==> src/rtl/i2a_pkg.sv <==
// ----------------------------------------------------------------------------
// i2a_pkg
// Shared constants and control types for the integer to ASCII formatter.
// ----------------------------------------------------------------------------
package i2a_pkg;

  localparam int unsigned VAL_W     = 32;   // input integer width
  localparam int unsigned WID_W     = 4;    // width field
  localparam int unsigned CHR_W     = 7;    // ASCII code width
  localparam int unsigned NUM_DIG   = 10;   // BCD digits of a 32-bit magnitude
  localparam int unsigned DIG_W     = 4 * NUM_DIG;
  localparam int unsigned CNT_W     = 4;    // character position / counts
  localparam int unsigned SHIFT_W   = 5;    // double-dabble step counter
  localparam int unsigned HEX_MAX_B = 4;    // hex byte count limit

  localparam logic [CHR_W-1:0] CHR_ZERO  = 7'h30;  // '0'
  localparam logic [CHR_W-1:0] CHR_UPA   = 7'h41;  // 'A'
  localparam logic [CHR_W-1:0] CHR_X     = 7'h78;  // 'x'
  localparam logic [CHR_W-1:0] CHR_MINUS = 7'h2D;  // '-'

  // controller -> datapath
  typedef struct packed {
    logic load;    // capture the input transfer
    logic shift;   // one double-dabble step
    logic count;   // work out digit, pad and total counts
    logic emit;    // load the next character into the output register
  } i2a_cmd_t;

  // datapath -> controller
  typedef struct packed {
    logic hex;       // item is hex mode
    logic last_pos;  // current position is the final character
  } i2a_sts_t;

endpackage

==> src/rtl/i2a_if.sv <==
// ----------------------------------------------------------------------------
// i2a_in_if / i2a_out_if
// Valid/ready channels for the formatter input item and result character.
// ----------------------------------------------------------------------------
interface i2a_in_if;
  logic                                   valid;
  logic                                   ready;
  logic                                   action;
  logic signed [i2a_pkg::VAL_W-1:0]       value;
  logic        [i2a_pkg::WID_W-1:0]       width;

  modport source (output valid, output action, output value, output width, input ready);
  modport sink   (input valid, input action, input value, input width, output ready);
endinterface

interface i2a_out_if;
  logic                          valid;
  logic                          ready;
  logic [i2a_pkg::CHR_W-1:0]     char_code;
  logic                          last;

  modport source (output valid, output char_code, output last, input ready);
  modport sink   (input valid, input char_code, input last, output ready);
endinterface

==> src/rtl/i2a_dp.sv <==
// ----------------------------------------------------------------------------
// i2a_dp
// Datapath: binary to BCD shifter, count logic and character output register.
// ----------------------------------------------------------------------------
module i2a_dp (
  input  logic                           clk,
  input  i2a_pkg::i2a_cmd_t              cmd,
  output i2a_pkg::i2a_sts_t              sts,
  input  logic                           in_action,
  input  logic [i2a_pkg::VAL_W-1:0]      in_value,
  input  logic [i2a_pkg::WID_W-1:0]      in_width,
  output logic [i2a_pkg::CHR_W-1:0]      out_char_code,
  output logic                           out_last
);

  logic                          act_r;
  logic                          neg_r;
  logic [i2a_pkg::WID_W-1:0]     wid_r;
  logic [i2a_pkg::VAL_W-1:0]     sh_r;
  logic [i2a_pkg::DIG_W-1:0]     dig_r;
  logic [i2a_pkg::CNT_W-1:0]     pre_end_r;
  logic [i2a_pkg::CNT_W-1:0]     pad_end_r;
  logic [i2a_pkg::CNT_W-1:0]     total_r;
  logic [i2a_pkg::CNT_W-1:0]     pos_r;
  logic [i2a_pkg::CHR_W-1:0]     char_r;
  logic                          last_r;

  logic [i2a_pkg::VAL_W-1:0]     mag;
  logic [i2a_pkg::DIG_W-1:0]     adj;
  logic [i2a_pkg::CNT_W-1:0]     lead_nd;
  logic [i2a_pkg::CNT_W-1:0]     nd_c;
  logic [i2a_pkg::CNT_W-1:0]     pre_c;
  logic [i2a_pkg::CNT_W-1:0]     nat_c;
  logic [i2a_pkg::CNT_W-1:0]     pad_c;
  logic [i2a_pkg::CNT_W-1:0]     hex_b;
  logic [i2a_pkg::CNT_W-1:0]     idx;
  logic [3:0]                    nib;
  logic [i2a_pkg::CHR_W-1:0]     char_c;

  assign mag = in_value[i2a_pkg::VAL_W-1] ? (~in_value + 32'd1) : in_value;

  // add-3 correction on every BCD digit
  always_comb begin
    for (int i = 0; i < i2a_pkg::NUM_DIG; i++) begin
      adj[4*i +: 4] = (dig_r[4*i +: 4] >= 4'd5) ? (dig_r[4*i +: 4] + 4'd3)
                                                 : dig_r[4*i +: 4];
    end
  end

  // digits up to the highest nonzero one, at least one
  always_comb begin
    lead_nd = 4'd1;
    for (int i = 1; i < i2a_pkg::NUM_DIG; i++) begin
      if (dig_r[4*i +: 4] != 4'd0) lead_nd = i[i2a_pkg::CNT_W-1:0] + 4'd1;
    end
  end

  always_comb begin
    hex_b = (wid_r > 4'(i2a_pkg::HEX_MAX_B)) ? 4'(i2a_pkg::HEX_MAX_B) : wid_r;
    if (act_r && (wid_r != 4'd0)) nd_c = {hex_b[2:0], 1'b0};
    else                          nd_c = lead_nd;
    if (act_r)      pre_c = 4'd2;
    else if (neg_r) pre_c = 4'd1;
    else            pre_c = 4'd0;
    nat_c = nd_c + pre_c;
    if (!act_r && (wid_r > nat_c)) pad_c = wid_r - nat_c;
    else                           pad_c = 4'd0;
  end

  // character at the current position
  always_comb begin
    idx = total_r - 4'd1 - pos_r;
    nib = (idx < 4'(i2a_pkg::NUM_DIG)) ? dig_r[{idx, 2'b00} +: 4] : 4'd0;
    if (pos_r < pre_end_r) begin
      if (!act_r)              char_c = i2a_pkg::CHR_MINUS;
      else if (pos_r == 4'd0)  char_c = i2a_pkg::CHR_ZERO;
      else                     char_c = i2a_pkg::CHR_X;
    end else if (pos_r < pad_end_r) begin
      char_c = i2a_pkg::CHR_ZERO;
    end else if (nib <= 4'd9) begin
      char_c = i2a_pkg::CHR_ZERO + {3'b000, nib};
    end else begin
      char_c = i2a_pkg::CHR_UPA + {3'b000, nib} - 7'd10;
    end
  end

  always_ff @(posedge clk) begin
    if (cmd.load) begin
      act_r <= in_action;
      neg_r <= in_value[i2a_pkg::VAL_W-1];
      wid_r <= in_width;
      sh_r  <= mag;
      dig_r <= in_action ? {8'h00, in_value} : '0;
    end else if (cmd.shift) begin
      dig_r <= {adj[i2a_pkg::DIG_W-2:0], sh_r[i2a_pkg::VAL_W-1]};
      sh_r  <= {sh_r[i2a_pkg::VAL_W-2:0], 1'b0};
    end
    if (cmd.count) begin
      pre_end_r <= pre_c;
      pad_end_r <= pre_c + pad_c;
      total_r   <= pre_c + pad_c + nd_c;
      pos_r     <= 4'd0;
    end else if (cmd.emit) begin
      pos_r <= pos_r + 4'd1;
    end
    if (cmd.emit) begin
      char_r <= char_c;
      last_r <= sts.last_pos;
    end
  end

  assign sts.hex      = act_r;
  assign sts.last_pos = (pos_r == (total_r - 4'd1));

  assign out_char_code = char_r;
  assign out_last      = last_r;

endmodule

==> src/rtl/i2a_ctrl.sv <==
// ----------------------------------------------------------------------------
// i2a_ctrl
// Controller: sequences load, BCD conversion, counting and character output.
// ----------------------------------------------------------------------------
module i2a_ctrl (
  input  logic                  clk,
  input  logic                  rst_n,
  input  logic                  in_valid,
  output logic                  in_ready,
  output logic                  out_valid,
  input  logic                  out_ready,
  output i2a_pkg::i2a_cmd_t     cmd,
  input  i2a_pkg::i2a_sts_t     sts
);

  typedef enum logic [3:0] {
    ST_IDLE  = 4'b0001,
    ST_CONV  = 4'b0010,
    ST_COUNT = 4'b0100,
    ST_EMIT  = 4'b1000
  } state_t;

  state_t                        state_r, state_nxt;
  logic [i2a_pkg::SHIFT_W-1:0]   cnt_r, cnt_nxt;
  logic                          out_valid_r, out_valid_nxt;
  logic                          slot_free;

  assign slot_free = !out_valid_r || out_ready;
  assign in_ready  = (state_r == ST_IDLE);
  assign out_valid = out_valid_r;

  always_comb begin
    state_nxt     = state_r;
    cnt_nxt       = cnt_r;
    out_valid_nxt = out_valid_r && !out_ready;
    cmd           = '0;
    case (state_r)
      ST_IDLE: begin
        if (in_valid) begin
          cmd.load  = 1'b1;
          cnt_nxt   = '0;
          state_nxt = ST_CONV;
        end
      end
      ST_CONV: begin
        if (sts.hex) begin
          state_nxt = ST_COUNT;
        end else begin
          cmd.shift = 1'b1;
          cnt_nxt   = cnt_r + 5'd1;
          if (cnt_r == '1) state_nxt = ST_COUNT;
        end
      end
      ST_COUNT: begin
        cmd.count = 1'b1;
        state_nxt = ST_EMIT;
      end
      ST_EMIT: begin
        if (slot_free) begin
          cmd.emit      = 1'b1;
          out_valid_nxt = 1'b1;
          if (sts.last_pos) state_nxt = ST_IDLE;
        end
      end
      default: begin
        state_nxt = ST_IDLE;
      end
    endcase
  end

  always_ff @(posedge clk) begin
    if (!rst_n) begin
      state_r     <= ST_IDLE;
      cnt_r       <= '0;
      out_valid_r <= 1'b0;
    end else begin
      state_r     <= state_nxt;
      cnt_r       <= cnt_nxt;
      out_valid_r <= out_valid_nxt;
    end
  end

`ifndef SYNTHESIS
  a_accept_starts: assert property (@(posedge clk) disable iff (!rst_n)
    (in_valid && in_ready) |=> (state_r == ST_CONV))
    else $error("accepted item did not start conversion");

  a_last_returns_idle: assert property (@(posedge clk) disable iff (!rst_n)
    (cmd.emit && sts.last_pos) |=> (state_r == ST_IDLE))
    else $error("final character did not end the item");

  a_valid_from_emit: assert property (@(posedge clk) disable iff (!rst_n)
    $rose(out_valid_r) |-> $past(state_r == ST_EMIT))
    else $error("output valid raised outside emit");

  a_full_conversion: assert property (@(posedge clk) disable iff (!rst_n)
    (state_r == ST_COUNT && !sts.hex) |-> (cnt_r == '0))
    else $error("decimal conversion ended early");
`endif

endmodule

==> src/rtl/integer_to_ascii_formatter.sv <==
// ----------------------------------------------------------------------------
// integer_to_ascii_formatter
// Formats a 32-bit integer as signed decimal or 0x-prefixed hex ASCII text,
// one character per output transfer, with last on the final character.
// ----------------------------------------------------------------------------
// Sequence: a decimal item goes through load, 32 shift steps of the BCD converter
//   and count before its first character; a hex item skips the shift steps.
// Throughput: one character per cycle once started, while the receiver holds
//   ready high; an item has up to 15 characters, and items do not overlap.
// Reset: synchronous active-low rst_n returns the controller to idle and
//   drops out valid; datapath registers are not reset.
// ----------------------------------------------------------------------------
module integer_to_ascii_formatter (
  input  logic       clk,
  input  logic       rst_n,
  i2a_in_if.sink     in_ch,
  i2a_out_if.source  out_ch
);

  i2a_pkg::i2a_cmd_t cmd;   // controller commands
  i2a_pkg::i2a_sts_t sts;   // datapath status

  // Controller: one item at a time; input ready only while idle, but the
  // last character of the previous item may still sit in the output register.
  i2a_ctrl u_ctrl (
    .clk       (clk),
    .rst_n     (rst_n),
    .in_valid  (in_ch.valid),
    .in_ready  (in_ch.ready),
    .out_valid (out_ch.valid),
    .out_ready (out_ch.ready),
    .cmd       (cmd),
    .sts       (sts)
  );

  // Datapath: double-dabble shifter for decimal, direct nibble load for hex,
  // then a position counter walks prefix, zero pad and digits.
  i2a_dp u_dp (
    .clk           (clk),
    .cmd           (cmd),
    .sts           (sts),
    .in_action     (in_ch.action),
    .in_value      (in_ch.value),
    .in_width      (in_ch.width),
    .out_char_code (out_ch.char_code),
    .out_last      (out_ch.last)
  );

endmodule

==> src/flat_wrapper.sv <==
// flat-port wrapper written by rule: the top's interface ports become plain ports
module integer_to_ascii_formatter_flat 
  (clk, rst_n, in_ch_valid, in_ch_action, in_ch_value, in_ch_width, in_ch_ready, out_ch_valid, out_ch_char_code, out_ch_last, out_ch_ready);
  i2a_in_if in_ch_i ();
  i2a_out_if out_ch_i ();
  input  logic clk;
  input  logic rst_n;
  input wire logic [$bits(in_ch_i.valid)-1:0] in_ch_valid;
  input wire logic [$bits(in_ch_i.action)-1:0] in_ch_action;
  input wire logic [$bits(in_ch_i.value)-1:0] in_ch_value;
  input wire logic [$bits(in_ch_i.width)-1:0] in_ch_width;
  output wire logic [$bits(in_ch_i.ready)-1:0] in_ch_ready;
  output wire logic [$bits(out_ch_i.valid)-1:0] out_ch_valid;
  output wire logic [$bits(out_ch_i.char_code)-1:0] out_ch_char_code;
  output wire logic [$bits(out_ch_i.last)-1:0] out_ch_last;
  input wire logic [$bits(out_ch_i.ready)-1:0] out_ch_ready;
  assign in_ch_i.valid = in_ch_valid;
  assign in_ch_i.action = in_ch_action;
  assign in_ch_i.value = in_ch_value;
  assign in_ch_i.width = in_ch_width;
  assign in_ch_ready = in_ch_i.ready;
  assign out_ch_valid = out_ch_i.valid;
  assign out_ch_char_code = out_ch_i.char_code;
  assign out_ch_last = out_ch_i.last;
  assign out_ch_i.ready = out_ch_ready;
  integer_to_ascii_formatter u_core (.clk(clk), .rst_n(rst_n), .in_ch(in_ch_i), .out_ch(out_ch_i));
endmodule
==> config.mk <==
export PLATFORM = sky130hd
export DESIGN_NAME = integer_to_ascii_formatter_flat
export DESIGN_NICKNAME = d
export VERILOG_FILES = /design/src/rtl/i2a_pkg.sv /design/src/rtl/i2a_if.sv /design/src/rtl/i2a_dp.sv /design/src/rtl/i2a_ctrl.sv /design/src/rtl/integer_to_ascii_formatter.sv /design/src/flat_wrapper.sv
export SDC_FILE = /design/constraint.sdc
export NUM_CORES = 1
export LEC_CHECK = 0
export BUFFER_PORTS_ARGS = -buffer_cell sky130_fd_sc_hd__clkbuf_2
export CAP_MARGIN = 20
export CORE_MARGIN = 2
export CORE_UTILIZATION = 60
export CTS_CLUSTER_SIZE = 12
export DETAILED_ROUTE_END_ITERATION = 10
export GPL_ROUTABILITY_DRIVEN = 0
export PLACE_DENSITY = 0.79
export SLEW_MARGIN = 20
export SYNTH_ARGS = -nofsm -noshare
export SYNTH_HDL_FRONTEND = slang
export SYNTH_SLANG_ARGS = --single-unit
==> constraint.sdc <==
create_clock -name clk -period 8.2 [get_ports clk]
set_input_delay 0.41 -clock clk [delete_from_list [all_inputs] [get_ports clk]]
set_output_delay 0.41 -clock clk [all_outputs]
set_load 0.05 [all_outputs]
==> out/qor.yml <==
hold_violations: 0
fin_nets: 864
synth.cell_area_um2: 7230
fin_skew_ps: 9.76
post_cts_resized: 0
grt-busiest-layer: "met2"
hold_path_class: "in -> reg"
track_usage_pct: 25.0
synth_top_area_share_pct: 39.9
powerDensity_nw_per_um2: 300
insertion_delay_ps: 360
synth-edff-count: 96
num_antenna_cells: 0
place.port_buffers: 50
boundaryPins: 51
min_period_ps: 5500
maxSlewHeadroom_pct: 37.0
synth_cell_types: 57
design_area_um2: 7920
clk_path_buf_depth: 2
dieArea_um2: 12900
drv_cap: 0
grt_pass1_vias: 5443
use_met2_pct: 42.3
drtIter0Drc: 441
fillerInstances: 877
cts.sinks: 110
finalSetupViolations: 0
overflow: 0
syn_avg_cell_area_um2: 9.89
placed_area_um2: 7580
fp-row-count: 40
area_growth_pct: 9.45
grt_max_degree: 80
netlist_instances: 731
path_class: "reg -> reg"
start_util_pct: 60.7
yosys_register_bits: 110
r2r_cells: 22
synth_ff_type: "edfxtp_1"
drt-pass1-iter-count: 6
holdBufCountCts: 0
fin_crit_sh_pct: 67.1
cts_setup_buffers: 0
seq_area_frac_synth_pct: 43.7
die_x_um: 114
status: "complete, no violations"
htreeDepth: 3
maxSlewViolCount: 0
crit_path_max_fanout: 4
cts_root_buf: "clkbuf_16"
rsz0062_at_grt: "no"
hold_depth: 1
drcViolationCount: 0
grt_pass1_wl_um: 25500
coreArea_um2: 11900
async_flop_share_pct: 0
ant_nets: 0
detail_route.wl_per_cell_um: 16.7
routed_via_density: 6.07
antenna_found_initial: 0
ys_top_cells_by_area: "edfxtp_1 40%, ha_1 8.3%, o21ai_0 5.7%"
max_clock_freq_mhz: 182
yosys_warnings: 0
crit_path_end_kind: "flip-flop"
p_leak_nw: 3.13
critical_path_required_ps: 8310
synth_top_area_cell: "edfxtp_1"
cts_tree: "done"
setup_tns_ps: 0
cts_buffers: 9
vdd_drop_max_v: 0.000217
globalRouteMet3Util_pct: 4.73
whs_ps: 219
routed_wl_um: 15400
critPathArrivalTime_ps: 5610
final_layout_size_suffix_gt1_share_pct: 13.2
tightest_slew_ps: 944
hpwl_um: 11200
gr-usage-met1_pct: 32.2
syn-num-nets: 825
fp.dieH_um: 114
clk_pin_slew_ps: 80
vias: 5595
worstSetupStartpointType: "flip-flop"
[stage by stage]
stage | worst slack (ps) | power (mW) | util [%] | instances
2_1_floorplan | 3230 | 1.65 | - | 731
3_3_place_gp | 3000 | 1.83 | 63.7 | 906
3_5_place_dp | 2800 | 1.89 | 63.7 | 906
4_1_cts | 2750 | 2.37 | 66.4 | 922
5_1_grt | 2350 | 2.54 | 66.4 | 922
6_report | 2700 | 2.37 | 66.4 | 922
[metal layers]
| metal | up-vias | wire (µm) |
|---|---|---|
| li1 | 2701 | - |
| met1 | 2658 | 6510 |
| met2 | 203 | 7750 |
| met3 | 33 | 855 |
| met4 | 0 | 325 |
| met5 | - | 0 |
[worst max-delay path: stages (launching register included)]
cell and delay (ps):
edfxtp_1 440, inv_1 140, ha_1 240, nand2_1 90
a31o_2 220, a31oi_1 180, o211ai_1 100, a21oi_1 230
ha_1 220, inv_1 60, fa_1 540, fa_1 500
a21oi_1 160, nor2b_1 60, o21ai_0 310, nor2_1 90
ha_1 240, fa_1 560, ha_1 240, a21o_1 180
a21oi_1 170, xor2_1 190, xnor2_1 80
[cells in the final DEF, fill, tap and decap left out, types with 5 or more instances in the layout]
master and count:
nor3_1 10, nor2_1 54, nor3b_1 10, fa_1 5, nand3_1 36, nor2b_1 8, mux4_2 8, a21o_1 6
nand2b_1 13, inv_1 44, or2_2 5, edfxtp_1 96, a21boi_0 6, ha_1 48, clkbuf_16 12, xor2_1 45
nand2_1 68, o21ai_0 82, a21oi_1 45, dfxtp_1 14, clkbuf_2 50, xnor2_1 22, o31ai_1 17
[power breakdown]
group          switching (mW)  internal [mW]  leakage [nW]
registers               0.114          0.818          1.03
logic                   0.564          0.399          1.93
clock network           0.212          0.265         0.162
total                   0.889           1.48          3.13
[cell type report]
type / instances / area (µm²) / area share, %
sequential: 110 / 3160 / 40.0
multi-input combinational: 549 / 3780 / 47.8
clock buffer: 13 / 304 / 3.84
clock inverter: 3 / 26.3 / 0.332
inverter: 46 / 173 / 2.18
tap: 147 / 184 / 2.32
timing repair buffer: 54 / 280 / 3.54
[cell families after synthesis]
| kind of cell | Yosys count | synth area share, % |
|---|---|---|
| AND/OR/NAND/NOR | 235 | 16.3 |
| AO/OA/AOI/OAI | 178 | 14.4 |
| flip-flops | 110 | 43.7 |
| buffers and inverters | 72 | 4.08 |
| XOR/XNOR | 67 | 8.11 |
| adder cells (fa/ha/maj) | 53 | 9.69 |
| multiplexers | 16 | 3.67 |
[flip-flops by register name (all words and copies together), names as in the netlist]
| signal | cells |
|---|---|
| u_core.u_dp.wid_r | 4 |
| u_core.u_dp.out_char_code | 7 |
| u_core.u_ctrl.cnt_r | 5 |
| u_core.u_dp.total_r | 4 |
| u_core.u_dp.sh_r | 32 |
| u_core.u_dp.pad_end_r | 4 |
| u_core.u_ctrl.state_r | 4 |
| u_core.u_dp.act_r | 1 |
| u_core.u_dp.pos_r | 4 |
| u_core.u_dp.pre_end_r | 2 |
| u_core.u_ctrl.out_valid | 1 |
| u_core.u_dp.dig_r | 40 |
| u_core.u_dp.neg_r | 1 |
| u_core.u_dp.out_last | 1 |
[cells in the mapped netlist (all sizes together), types with 16 or more instances]
library cell	instances
clkbuf	16
xor2	45
nand2	69
nor2	55
ha	48
a21oi	45
edfxtp	96
o21ai	84
nand3	37
inv	46
o31ai	17
xnor2	22
[path summary, 6_finish.rpt]
kind	from	slack, ps	end
worst min register to register	u_core.u_dp.sh_r[5]	530	u_core.u_dp.sh_r[6]
worst max register to register	u_core.u_dp.dig_r[12]	2700	u_core.u_dp.total_r[3]
worst min-delay path	in_ch_width[3]	220	u_core.u_dp.wid_r[3]
worst max-delay path	u_core.u_dp.dig_r[12]	2700	u_core.u_dp.total_r[3]
Power figures use the tool's default switching activity.
